`config.mk`:
```
export PLATFORM = sky130hd
export DESIGN_NAME = longest_run_of_ones_binner
export DESIGN_NICKNAME = d
export VERILOG_FILES = /design/src/sv/lrob_pkg.sv /design/src/sv/lrob_core.sv /design/src/sv/longest_run_of_ones_binner.sv
export VERILOG_INCLUDE_DIRS = /design/src /design/src/sv
export SDC_FILE = /design/constraint.sdc
export NUM_CORES = 1
export LEC_CHECK = 0
export ABC_AREA = 1
export BUFFER_PORTS_ARGS = -buffer_cell sky130_fd_sc_hd__buf_4
export CAP_MARGIN = 20
export CORE_MARGIN = 5
export CORE_UTILIZATION = 40
export CTS_CLUSTER_DIAMETER = 40
export DETAILED_ROUTE_END_ITERATION = 10
export GPL_ROUTABILITY_DRIVEN = 1
export GPL_TIMING_DRIVEN = 0
export HOLD_SLACK_MARGIN = 0.08
export SYNTH_ARGS = -nofsm -noshare
export SYNTH_HDL_FRONTEND = slang
export SYNTH_HIERARCHICAL = 1
export SYNTH_SLANG_ARGS = --single-unit
```
`constraint.sdc`:
```
create_clock -name clk -period 14.6 [get_ports clk]
set_input_delay 2.19 -clock clk [delete_from_list [all_inputs] [get_ports clk]]
set_output_delay 2.19 -clock clk [all_outputs]
set_load 0.02 [all_outputs]
```
`src/sv/assert_macros.svh`:
```
// Assertion macros shared by the longest-run binner RTL.
// Expects a clock named clk and a synchronous active-high reset named rst in scope.
`ifndef ASSERT_MACROS_SVH
`define ASSERT_MACROS_SVH

// Check a property on every clock edge outside reset.
`define LROB_ASSERT(label, prop) \
  label: assert property (@(posedge clk) disable iff (rst) (prop)) \
    else $error("lrob assertion failed");

// Check a property on every clock edge, reset included.
`define LROB_ASSERT_ALWAYS(label, prop) \
  label: assert property (@(posedge clk) (prop)) \
    else $error("lrob assertion failed");

`endif

```
`src/sv/lrob_pkg.sv`:
```
// Shared types, constants and decode helpers for the longest-run binner.
// No dependencies; used by lrob_core and longest_run_of_ones_binner.
`timescale 1ns / 1ps
`default_nettype none

package lrob_pkg;

  localparam int RUN_W   = 14;
  localparam int BIN_W   = 3;
  localparam int CNT_W   = 32;
  localparam int BIN_SLOTS = 7;

  localparam logic [RUN_W-1:0] RUN_MAX = '1;

  // Register map (word index), and address width of the config port.
  localparam int ADDR_W = 3;
  localparam logic REG_BLOCK_MODE = 1'b0;

  typedef enum logic [1:0] {
    MODE_8   = 2'd0,
    MODE_128 = 2'd1,
    MODE_10K = 2'd2
  } block_mode_t;

  typedef struct packed {
    logic start_req;
    logic bit_in;
  } item_t;

  // First member lands in the highest bits, so block_longest sits at bit 0.
  typedef struct packed {
    logic [CNT_W-1:0] blocks_done;
    logic [CNT_W-1:0] bin_total;
    logic [BIN_W-1:0] bin_index;
    logic [RUN_W-1:0] block_longest;
  } result_t;

  localparam int RESULT_W = $bits(result_t);
  localparam int TDATA_W  = ((RESULT_W + 7) / 8) * 8;

  typedef struct packed {
    logic [RUN_W-1:0] len;
    logic [RUN_W-1:0] lo;
    logic [RUN_W-1:0] hi;
  } mode_limits_t;

  // Unused code three decodes as the 10000-bit mode.
  function automatic mode_limits_t mode_limits(input logic [1:0] mode);
    mode_limits_t m;
    case (mode)
      MODE_8: begin
        m.len = RUN_W'(8);
        m.lo  = RUN_W'(1);
        m.hi  = RUN_W'(4);
      end
      MODE_128: begin
        m.len = RUN_W'(128);
        m.lo  = RUN_W'(4);
        m.hi  = RUN_W'(9);
      end
      default: begin
        m.len = RUN_W'(10000);
        m.lo  = RUN_W'(10);
        m.hi  = RUN_W'(16);
      end
    endcase
    return m;
  endfunction

endpackage

`default_nettype wire

```
`src/sv/lrob_core.sv`:
```
// Run tracking, block framing and bin counting for the longest-run binner.
// Depends on lrob_pkg and assert_macros.svh.
`timescale 1ns / 1ps
`default_nettype none
`include "assert_macros.svh"

module lrob_core (
  input  wire logic            clk,
  input  wire logic            rst,
  input  wire logic            step,
  input  wire lrob_pkg::item_t item,
  input  wire logic [1:0]      block_mode,
  output logic                 res_valid,
  output lrob_pkg::result_t    res
);

  logic [lrob_pkg::RUN_W-1:0] run_now, run_now_next;
  logic [lrob_pkg::RUN_W-1:0] run_best, run_best_next;
  logic [lrob_pkg::RUN_W-1:0] bit_offset, bit_offset_next;
  logic [lrob_pkg::CNT_W-1:0] bin_counts [lrob_pkg::BIN_SLOTS];
  logic [lrob_pkg::CNT_W-1:0] block_tally;

  lrob_pkg::mode_limits_t     lim;
  logic [lrob_pkg::RUN_W-1:0] run_base, best_base, off_base, run_inc, clamped, bin_wide;
  logic [lrob_pkg::BIN_W-1:0] bin;
  logic [lrob_pkg::CNT_W-1:0] cnt_sel, cnt_new, tally_base, tally_new;
  logic                       done;

  always_comb begin
    lim = lrob_pkg::mode_limits(block_mode);

    // A start request clears everything before this bit counts.
    run_base   = item.start_req ? '0 : run_now;
    best_base  = item.start_req ? '0 : run_best;
    off_base   = item.start_req ? '0 : bit_offset;
    tally_base = item.start_req ? '0 : block_tally;

    run_inc = (run_base == lrob_pkg::RUN_MAX) ? run_base : run_base + 1'b1;
    run_now_next  = item.bit_in ? run_inc : '0;
    run_best_next = (item.bit_in && (run_inc > best_base)) ? run_inc : best_base;

    bit_offset_next = off_base + 1'b1;
    done = (bit_offset_next >= lim.len);

    if (run_best_next < lim.lo) begin
      clamped = lim.lo;
    end else if (run_best_next > lim.hi) begin
      clamped = lim.hi;
    end else begin
      clamped = run_best_next;
    end
    bin_wide = clamped - lim.lo;
    bin      = bin_wide[lrob_pkg::BIN_W-1:0];

    cnt_sel   = item.start_req ? '0 : bin_counts[bin];
    cnt_new   = (cnt_sel == '1) ? cnt_sel : cnt_sel + 1'b1;
    tally_new = (tally_base == '1) ? tally_base : tally_base + 1'b1;

    res_valid         = done;
    res.block_longest = run_best_next;
    res.bin_index     = bin;
    res.bin_total     = cnt_new;
    res.blocks_done   = tally_new;
  end

  always_ff @(posedge clk) begin
    if (rst) begin
      run_now     <= '0;
      run_best    <= '0;
      bit_offset  <= '0;
      block_tally <= '0;
      for (int i = 0; i < lrob_pkg::BIN_SLOTS; i++) begin
        bin_counts[i] <= '0;
      end
    end else if (step) begin
      if (done) begin
        run_now     <= '0;
        run_best    <= '0;
        bit_offset  <= '0;
        block_tally <= tally_new;
      end else begin
        run_now     <= run_now_next;
        run_best    <= run_best_next;
        bit_offset  <= bit_offset_next;
        block_tally <= tally_base;
      end
      for (int i = 0; i < lrob_pkg::BIN_SLOTS; i++) begin
        if (done && (bin == lrob_pkg::BIN_W'(i))) begin
          bin_counts[i] <= cnt_new;
        end else if (item.start_req) begin
          bin_counts[i] <= '0;
        end
      end
    end
  end

  // Position never reaches the longest block length; a block end rewinds it.
  `LROB_ASSERT(a_offset_range, bit_offset < lrob_pkg::RUN_W'(10000))
  `LROB_ASSERT(a_best_covers_run, run_best >= run_now)
  `LROB_ASSERT(a_end_rewinds, (step && done) |=> (bit_offset == '0 && run_best == '0))

endmodule

`default_nettype wire

```
`src/sv/longest_run_of_ones_binner.sv`:
```
// Top level of the longest-run-of-ones binner: stream ports, config port,
// input and result registers around lrob_core. Depends on lrob_pkg, lrob_core.
//
//  Channel | Dir | Payload                                          | Handshake
//  s_*     | in  | tdata[0] bit_in, tuser start_req                 | tvalid/tready
//  m_*     | out | block_longest, bin_index, bin_total, blocks_done | tvalid/tready
//  APB     | in  | block_mode at byte address 0                     | psel/penable
//
// One bit per cycle while the result stream is not stalled; a request sits in the
// input register while the run/bin logic works on it, and the result register
// loads from it when free, so m_tvalid rises as the result register loads.
// Results appear only on the last bit of a block (8, 128 or 10000 bits).
// rst is synchronous: clears both valid flags, all runs, counters and block_mode.
// A stalled result holds the result register; the input register takes one
// more request if it is empty, then s_tready drops until the result is taken.
`timescale 1ns / 1ps
`default_nettype none

module longest_run_of_ones_binner (
  input  wire logic                          clk,
  input  wire logic                          rst,
  // Input stream
  input  wire logic                          s_tvalid,
  output logic                               s_tready,
  input  wire logic [7:0]                    s_tdata,   // [0] bit_in, [7:1] zero
  input  wire logic                          s_tuser,   // [0] start_req
  // Result stream
  output logic                               m_tvalid,
  input  wire logic                          m_tready,
  // [13:0] block_longest, [16:14] bin_index, [48:17] bin_total,
  // [80:49] blocks_done, [87:81] zero
  output logic [lrob_pkg::TDATA_W-1:0]       m_tdata,
  // Configuration
  input  wire logic                          psel,
  input  wire logic                          penable,
  input  wire logic                          pwrite,
  input  wire logic [lrob_pkg::ADDR_W-1:0]   paddr,
  input  wire logic [31:0]                   pwdata,
  output logic [31:0]                        prdata,
  output logic                               pready
);

  logic [1:0]         block_mode;
  logic               in_valid;
  lrob_pkg::item_t    in_item;
  logic               out_free;
  logic               step;
  logic               res_valid;
  lrob_pkg::result_t  res;

  // Config register: word index is paddr[2], byte offset bits are ignored.
  assign pready = 1'b1;
  assign prdata = (paddr[2] == lrob_pkg::REG_BLOCK_MODE) ? {30'd0, block_mode} : 32'd0;

  always_ff @(posedge clk) begin
    if (rst) begin
      block_mode <= lrob_pkg::MODE_8;
    end else if (psel && penable && pwrite && pready
                 && (paddr[2] == lrob_pkg::REG_BLOCK_MODE)) begin
      block_mode <= pwdata[1:0];
    end
  end

  // Advance the held request whenever the result register can take its outcome.
  // Hold s_tready low in reset so no request is taken there.
  assign out_free = !m_tvalid || m_tready;
  assign step     = in_valid && out_free;
  assign s_tready = !rst && (!in_valid || out_free);

  always_ff @(posedge clk) begin
    if (rst) begin
      in_valid <= 1'b0;
    end else if (s_tready) begin
      in_valid <= s_tvalid;
    end
  end

  always_ff @(posedge clk) begin
    if (s_tvalid && s_tready) begin
      in_item.bit_in    <= s_tdata[0];
      in_item.start_req <= s_tuser;
    end
  end

  lrob_core u_core (
    .clk        (clk),
    .rst        (rst),
    .step       (step),
    .item       (in_item),
    .block_mode (block_mode),
    .res_valid  (res_valid),
    .res        (res)
  );

  // Result register: load on a block end, drop once taken.
  always_ff @(posedge clk) begin
    if (rst) begin
      m_tvalid <= 1'b0;
    end else if (out_free) begin
      m_tvalid <= step && res_valid;
    end
  end

  always_ff @(posedge clk) begin
    if (step && res_valid) begin
      m_tdata <= {(lrob_pkg::TDATA_W - lrob_pkg::RESULT_W)'(0), res};
    end
  end

endmodule

`default_nettype wire

```
==> results of run 1 <==
layout by cell type, fill, tap and decap left out, types with 11 or more instances in the layout:
| cell type | netlist | routed |
|---|---|---|
| a21oi_1 | 94 | 94 |
| buf_1 | 14 | 14 |
| buf_4 | 42 | 158 |
| buf_6 | 4 | 11 |
| clkbuf_1 | 61 | 66 |
| clkbuf_16 | 0 | 57 |
| clkinv_1 | 8 | 11 |
| conb_1 | 2 | 38 |
| dfxtp_1 | 78 | 78 |
| edfxtp_1 | 307 | 307 |
| ha_1 | 30 | 30 |
| inv_1 | 324 | 324 |
| nand2_1 | 511 | 510 |
| nand3_1 | 130 | 129 |
| nand3_2 | 15 | 16 |
| nand4_1 | 18 | 18 |
| nor2_1 | 414 | 414 |
| nor2_2 | 28 | 28 |
| nor3_1 | 33 | 32 |
| o21a_1 | 21 | 21 |
| o21ai_0 | 12 | 12 |
| o21bai_1 | 21 | 21 |
| o221ai_1 | 14 | 14 |
| o22ai_1 | 64 | 64 |
| or2_2 | 12 | 12 |
| xor2_1 | 46 | 46 |
worst max-delay path: cells and delay by family (launching register included):
family,cells,cell delay (ns)
compound gates,10,1.60
xor+xnor,1,0.59
fa+ha+maj,5,1.65
buf+inv,15,5.82
flops,1,0.44
simple gates,22,2.92
flip-flops by register name, summed over array words and instances (netlist names):
signal,count
block_mode,2
u_core/bit_offset,14
u_core/block_tally,32
m_tdata,81
m_tvalid,1
in_item,2
u_core/bin_counts,224
u_core/run_best,14
u_core/run_now,14
in_valid,1
per-stage QoR:
step           setup slack (ns)  util, %  hold slack, ns
2_1_floorplan              4.94        -           0.445
4_1_cts                    1.26     48.1           0.464
3_3_place_gp             -0.737     43.7           0.453
6_report                   1.26     48.1           0.463
5_1_grt                   0.460     48.1           0.484
3_5_place_dp               1.33     44.3           0.455
metal layers:
layer / GRT usage (%) / vias to the layer above / share of wire [%]
met5: 0 / - / 0
met4: 6.81 / 0 / 3.0
met3: 4.76 / 107 / 8.0
met2: 34.8 / 555 / 44
met1: 30.8 / 7910 / 45
li1: - / 8165 / -
worst max-delay path by stage:
| stage | endpoint | cells past startpoint | from |
|---|---|---|---|
| after global routing | u_core/bin_counts[1][0] | 53 | in_item[1] |
| after CTS | u_core/bin_counts[0][0] | 54 | in_item[1] |
| after floorplan | m_tdata[0] | 19 | in_item[1] |
| final | u_core/bin_counts[0][0] | 53 | in_item[1] |
| after global placement | m_tdata[74] | 19 | in_item[1] |
| after detailed placement | u_core/bin_counts[0][0] | 54 | in_item[1] |
logic make-up after synthesis:
logic type	after synthesis
other	2
DFF	385
xor gates and xnor gates	56
buffers and inverters	473
AOI/OAI and AO/OA	253
adders and majority gates	31
and+or+nand+nor	1190
layout make-up:
cell class	count	share of cell area [%]
buffer	132	2.93
clock buffer	64	6.10
clock inverter	42	1.74
inverter	341	5.32
multi-input combinational	1568	31.6
sequential	385	44.6
tap	672	3.48
timing repair buffer	126	4.22
power breakdown:
group	switching, mW	internal [mW]
logic	0.696	0.273
clock network	0.534	0.809
registers	0.0142	1.25
total	1.24	2.33
==> results_dict.tcl, run 1 <==
set metrics [dict create \
    status "completed" \
    period_share_pct 91.4 \
    initial_core_util_pct 40.4 \
    hold_viol 0 \
    finalMaxSlewViolations 0 \
    die_area_um2 55200 \
    dr.pass1.iters 6 \
    globalRoute.totalOverflow 0 \
    htree_levels 2 \
    gp_congestion 0.960 \
    power.leakage_nw 10.4 \
    post-route-cell-area_um2 24200 \
    synth_edf_count 307 \
    rr_endpoint "u_core/bin_counts[0][0]" \
    rsz0062_at_grt "no" \
    nFillCells 4760 \
    crit_path_end_kind "flop" \
    worst_slew_pin_slew_ns 1.20 \
    min_period_ns 13.34 \
    vias_per_cell 5.03 \
    synth_area_leaders "edfxtp_1, nand2_1, dfxtp_1" \
    track_usage_pct 22.1 \
    ys_ff_latch 385 \
    yosysMostFrequentCell "nand2_1" \
    max_freq_ghz 0.0750 \
    holdPathStages 2 \
    post_dp_cell_area_um2 22200 \
    grt_max_degree 20 \
    dp_cells 3223 \
    synth_common_cells "nand2_1, nor2_1, inv_1" \
    crit_top_cell "nand2_1" \
    synth_ff_type "edfxtp_1" \
    critPathMaxStageDelay_ns 0.82 \
    yosys.area.top_type "edfxtp_1" \
    multiInputGateArea_um2 7630 \
    wire_per_inst_um 18.9 \
    synth_top_area_share_pct 45.5 \
    rr_worst_depth 53 \
    crit_path_start_kind "flop" \
    drtIter0Drc 1349 \
    grt_pass1_wl_um 95800 \
    synth_xor_area_share_pct 2.42 \
    cap_violations 0 \
    setup_tns_ns 0 \
    drtAntennaViolNets 0 \
    cp.arrival_ns 13.68 \
    antenna_found_initial 0 \
    dpl.hpwl_um 47000 \
    syn_inst 2390 \
    numCtsBuffers 57 \
    critPathMaxFanout 10 \
    area_growth_pct 19.3 \
    die_h_um 235 \
    vdd_drop_max_mv 0.0836 \
    final_cells 3330 \
    hp-class "flop to flop" \
    ys_async_sr_fraction_pct 0 \
    synth.distinct_cells 50 \
    io_buffers 96 \
    synth_compound_area_share_pct 7.78 \
    via_count 16700 \
    clkLatencyLatePin_ns 0.61 \
    required_ns 14.94 \
    min_from "u_core/bit_offset[5]" \
    floorplan.rows 82 \
    core_um2 50200 \
    clockBufferDepth 3 \
    yosys.area_share.simple_pct 24.7 \
    path_class "flop to flop" \
    regToRegSetupSlack_ns 1.26 \
    worstHoldEndpoint "u_core/bit_offset[5]" \
    syn_area_um2 20300 \
    syn_area_per_cell_um2 8.47 \
    ios 174 \
    cts-root-buf "clkbuf_16" \
    r2r-start "in_item[1]" \
    drc 0 \
    numClockSinks 385 \
    hold_buffers 0 \
    total_power_mw 3.58 \
    skew_ns 0.0249 \
    drt_wl_total_um 62900 \
    cts_tree "built" \
    cpMaxStageDelayCell "buf_1" \
    path_clk_slew_ns 0.06 \
    synth_top_family_by_area "simple AND/OR/NAND/NOR gates" \
    diodes 0 \
    die_x_um 235 \
    finalSetupViolCount 0 \
    p_per_area_nw_per_um2 148 \
    ys.warnings.count 6 \
    synthAdderAreaFrac_pct 1.95 \
    ff_latch_area_um2 10800 \
    fin_nets 2693 \
    grt_pass1_vias 16300 \
    relSlewSlack_pct 20.0 \
    muxShareOfSynthArea_pct 0 \
    post_cts_resized 0 \
    cts_setup_buffers 0 \
    ys_seq_area_share_pct 53.2 \
    final_layout_size_suffix_gt1_share_pct 13.7 \
]
Power figures use the tool's default switching activity.
==> inputs of run 2 (changes only) <==
BUFFER_PORTS_ARGS = default   (was -buffer_cell sky130_fd_sc_hd__buf_4)
CORE_UTILIZATION = 39   (was 40)
DONT_BUFFER_PORTS = 1   (was default)
==> results_dict.tcl, run 2 (same netlist as run 1, synthesis figures left out) <==
set metrics [dict create \
    required_ns 14.92 \
    layout_commonest_cell "nand2_1" \
    hold_buffers 0 \
    min_from "u_core/run_best[8]" \
    via_count 16600 \
    wire_per_inst_um 19.5 \
    path_class "flop to flop" \
    cp.arrival_ns 13.75 \
    core_um2 51400 \
    fin_ws_ns 1.17 \
    die_x_um 238 \
    cts_tree "built" \
    final_cell_mix "nand2_1, nor2_1, inv_1" \
    drtAntennaViolNets 0 \
    regToRegSetupSlack_ns 1.17 \
    grt_pass1_vias 15800 \
    skew_ns 0.0348 \
    drtIter0Drc 1737 \
    power.leakage_nw 10.1 \
    status "completed" \
    post_dp_cell_area_um2 21500 \
    largest_reg_flops 224 \
    holdPathStages 2 \
    hp-class "flop to flop" \
    numCtsBuffers 61 \
    top_register "u_core/bin_counts" \
    drc 0 \
    worst_slew_pin_slew_ns 1.20 \
    vdd_drop_max_mv 0.0866 \
    initial_core_util_pct 39.4 \
    rr_endpoint "m_tdata[17]" \
    crit_path_end_kind "flop" \
    min_period_ns 13.43 \
    finalSetupViolCount 0 \
    fin_nets 2600 \
    clkLatencyLatePin_ns 0.61 \
    area_growth_pct 17.0 \
    relSlewSlack_pct 20.3 \
    io_buffers 0 \
    gp_congestion 0.948 \
    r2r-start "in_item[1]" \
    grt_pass1_wl_um 95600 \
    path_clk_slew_ns 0.05 \
    cpMaxStageDelayCell "clkbuf_1" \
    holdWs_ns 0.464 \
    max_freq_ghz 0.0745 \
    critPathMaxStageDelay_ns 0.88 \
    cts_setup_buffers 0 \
    dr.pass1.iters 6 \
    clockBufferDepth 3 \
    rsz0062_at_grt "no" \
    p_per_area_nw_per_um2 157 \
    hold_viol 0 \
    dpl.hpwl_um 46900 \
    diodes 0 \
    floorplan.rows 83 \
    period_share_pct 92.0 \
    finalMaxSlewViolations 0 \
    numClockSinks 385 \
    antenna_found_initial 1 \
    preCtsSetupSlack_ns 1.43 \
    cap_violations 0 \
    drt_wl_total_um 63300 \
    path_delay_family "buffers and inverters" \
    cts-root-buf "clkbuf_16" \
    crit_top_cell "nand2_1" \
    critPathBufInv 17 \
    crit_path_start_kind "flop" \
    globalRoute.totalOverflow 0 \
    track_usage_pct 21.9 \
    grt_max_degree 20 \
    rr_worst_depth 54 \
    die_h_um 238 \
    critPathMaxFanout 10 \
    ios 174 \
    utilization_pct 46.1 \
    post_cts_resized 0 \
    setup_tns_ns 0 \
    post-route-cell-area_um2 23700 \
    final_layout_size_suffix_gt1_share_pct 10.5 \
    vias_per_cell 5.10 \
    worstHoldEndpoint "u_core/run_best[8]" \
    die_area_um2 56600 \
    htree_levels 2 \
    largest_registers "u_core/bin_counts: 224 flops, m_tdata: 81 flops, u_core/block_tally: 32 flops" \
]
## run 2: cell count changes in the layout (fill, tap and decap cells not counted), sizes merged
cell,change
clkinvlp,-7
buf,-97
inv,-1
clkinv,+3
clkbuf,+11
bufinv,+3
## run 2: routing by layer
metal  routed length [µm]  vias to the layer above  global-route usage (%)
li1                     -                     7981                       -
met1                28200                     7885                    30.7
met2                28600                      622                    34.9
met3                 5060                       90                    4.43
met4                 1490                        0                    5.77
met5                    0                        -                       0
## run 2: area by class of cell
| cell class | instances | area, µm² |
|---|---|---|
| Clock buffer | 75 | 1710 |
| Multi-Input combinational cell | 1568 | 7630 |
| Sequential cell | 385 | 10800 |
| Fill cell | 4996 | 27700 |
| Tap cell | 680 | 851 |
| Buffer | 132 | 707 |
| Clock inverter | 40 | 453 |
| Inverter | 341 | 1280 |
| Timing Repair Buffer | 29 | 284 |
## run 2: stage by stage
stage	power, mW	cells
6_report	3.73	3250
5_1_grt	3.90	3250
4_1_cts	3.75	3250
3_5_place_dp	2.24	3135
3_3_place_gp	2.22	3106
2_1_floorplan	1.92	2426
## run 2: worst max-delay path by stage
| stage | start | endpoint | depth (start not counted) |
|---|---|---|---|
| finish | in_item[1] | m_tdata[17] | 54 |
| global route | in_item[1] | m_tdata[17] | 54 |
| CTS | in_item[1] | m_tdata[17] | 54 |
| detailed placement | in_item[1] | m_tdata[17] | 54 |
| global placement | in_item[1] | m_tdata[28] | 19 |
| floorplan | in_item[1] | m_tdata[0] | 19 |
## run 2: power by group
part / switching [mW] / total (mW) / internal [mW]
sequential: 0.0189 / 1.27 / 1.25
combinational: 0.692 / 0.956 / 0.264
clock: 0.538 / 1.50 / 0.961
total: 1.25 / 3.73 / 2.48
## run 2: worst register-to-register path, delay by kind of cell (launching register included)
family,cells,cell delay (ns)
buffers and inverters,17,6.30
and+or+nand+nor,20,2.44
AOI/OAI and AO/OA,11,1.76
DFF,1,0.48
xor gates and xnor gates,1,0.55
adders and majority gates,5,1.64
==> inputs of run 3 (changes only) <==
ABC_AREA = default   (was 1)
==> results_dict.tcl, run 3 <==
set metrics [dict create \
    cts_tree "built" \
    diodes 0 \
    drtAntennaViolNets 0 \
    drtIter0Drc 1552 \
    cts-root-buf "clkbuf_16" \
    synth_edf_count 307 \
    rr_worst_depth 47 \
    dpl.hpwl_um 45700 \
    max_freq_ghz 0.0716 \
    drc 0 \
    status "completed" \
    min_period_ns 13.97 \
    grt_max_degree 58 \
    synth_common_cells "edfxtp_1, nor2_1, a21oi_1" \
    synth.distinct_cells 87 \
    busiest_layer "met2" \
    power.leakage_nw 8.32 \
    hold_viol 0 \
    io_buffers 0 \
    grt_pass1_vias 15600 \
    die_x_um 237 \
    drt_wl_total_um 65000 \
    layout_commonest_cell "edfxtp_1" \
    crit_path_start_kind "flop" \
    preCtsSetupSlack_ns -3.94 \
    cpMaxStageDelayCell "fa_1" \
    largest_reg_flops 224 \
    fin_nets 2123 \
    area_growth_pct 16.9 \
    synth_top_area_share_pct 45.7 \
    cap_violations 0 \
    die_h_um 237 \
    ys_ff_latch 385 \
    relSlewSlack_pct 16.9 \
    synth_area_leaders "edfxtp_1, dfxtp_1, nor2_1" \
    grt_util_met3_pct 4.66 \
    rsz0062_at_grt "no" \
    required_ns 15.05 \
    top_register "u_core/bin_counts" \
    fin_ws_ns 0.634 \
    utilization_pct 45.9 \
    nFillCells 4828 \
    antenna_found_initial 1 \
    syn_area_um2 20200 \
    syn_inst 1935 \
    grt_pass1_wl_um 97200 \
    worst_slew_pin_slew_ns 1.24 \
    hold_buffers 0 \
    met1_usage_pct 29.4 \
    cp-startpoint "in_item[1]" \
    floorplan.rows 83 \
    gp_congestion 0.966 \
    final_layout_size_suffix_gt1_share_pct 13.8 \
    r2r-start "in_item[1]" \
    cp.arrival_ns 14.41 \
    numCtsBuffers 59 \
    crit_top_cell "clkbuf_2" \
    finalMaxSlewViolations 0 \
    ios 174 \
    yosys.area.top_type "edfxtp_1" \
    hp-class "flop to flop" \
    core_um2 51300 \
    clockBufferDepth 3 \
    clkLatencyLatePin_ns 0.62 \
    largest_registers "u_core/bin_counts: 224 flops, m_tdata: 81 flops, u_core/block_tally: 32 flops" \
    wire_per_inst_um 23.4 \
    ys_async_sr_fraction_pct 0 \
    die_area_um2 56300 \
    grt_util_met2_pct 36.9 \
    final_cell_mix "edfxtp_1, nor2_1, a21oi_1" \
    track_usage_pct 22.3 \
    p_per_area_nw_per_um2 136 \
    crit_path_end_kind "flop" \
    period_share_pct 95.7 \
    syn_area_per_cell_um2 10.4 \
    vias_per_cell 5.79 \
    synth_ff_type "edfxtp_1" \
    min_from "u_core/run_best[2]" \
    skew_ns 0.0393 \
    critPathMaxStageDelay_ns 0.59 \
    path_class "flop to flop" \
    ys.warnings.count 6 \
    critPathMaxFanout 19 \
    holdPathStages 2 \
    via_count 16000 \
    finalSetupViolCount 0 \
    path_clk_slew_ns 0.06 \
    vdd_drop_max_mv 0.0959 \
    htree_levels 2 \
    numClockSinks 385 \
    ys_seq_area_share_pct 53.5 \
    dr.pass1.iters 6 \
    yosysMostFrequentCell "edfxtp_1" \
    globalRoute.totalOverflow 0 \
    initial_core_util_pct 39.3 \
]
## run 3: timing repair
action                                  CTS  global route
resized for setup                        31            16
setup buffers                             1             0
endpoints found under the setup margin  480           238
pin swaps                                 1             0
## run 3: final timing paths
| kind | endpoint | slack [ns] |
|---|---|---|
| setup reg to reg | u_core/bin_counts[5][31] | 0.63 |
| hold / removal | u_core/run_best[2] | 0.46 |
| hold reg to reg | u_core/run_best[2] | 0.46 |
| setup / recovery | u_core/bin_counts[5][31] | 0.63 |
## run 3: cell families after synthesis
family	synth area share (%)
muxes	6.83
DFF	53.5
xor gates and xnor gates	2.61
and+or+nand+nor	19.4
AOI/OAI and AO/OA	10.6
buffers and inverters	5.00
adders and majority gates	2.01
other	0.0373
## run 3: routing by layer
layer | vias up | wire, µm
li1 | 7260 | -
met1 | 7895 | 26800
met2 | 754 | 30800
met3 | 132 | 5110
met4 | 0 | 2220
met5 | - | 0
## run 3: final cells by class
cell class	instances	area, µm²	area share (%)
clock inverters	48	484	2.06
plain buffers	172	867	3.68
multi-input cells	1365	8630	36.7
clock buffers	64	1530	6.48
well taps	680	851	3.61
inverters	48	180	0.765
flip-flops and latches	385	10800	45.8
repair buffers	10	235	0.998
## run 3: where the power goes
part / leakage (nW) / total [mW] / internal [mW] / switching [mW]
logic: 3.70 / 0.551 / 0.166 / 0.385
clock network: 0.982 / 1.41 / 0.850 / 0.559
registers: 3.64 / 1.24 / 1.23 / 0.0141
## run 3: critical path: cells and delay by family, from the launching register on
family	cells	cell delay (ns)
muxes	3	0.88
buffers and inverters	12	4.53
adders and majority gates	5	1.78
and+or+nand+nor	15	3.44
DFF	1	0.32
AOI/OAI and AO/OA	12	2.80
## run 3: stage by stage
step | total power, mW | instances | hold slack (ns) | setup TNS (ns) | cell area (µm²)
2_1_floorplan | 1.61 | 1971 | 0.427 | 0 | 20300
3_3_place_gp | 1.78 | 2651 | 0.441 | -1330.58 | 21100
4_1_cts | 3.22 | 2773 | 0.458 | 0 | 23500
3_5_place_dp | 1.80 | 2660 | 0.449 | -989.90 | 21400
6_report | 3.20 | 2772 | 0.457 | 0 | 23600
5_1_grt | 3.32 | 2772 | 0.478 | 0 | 23600
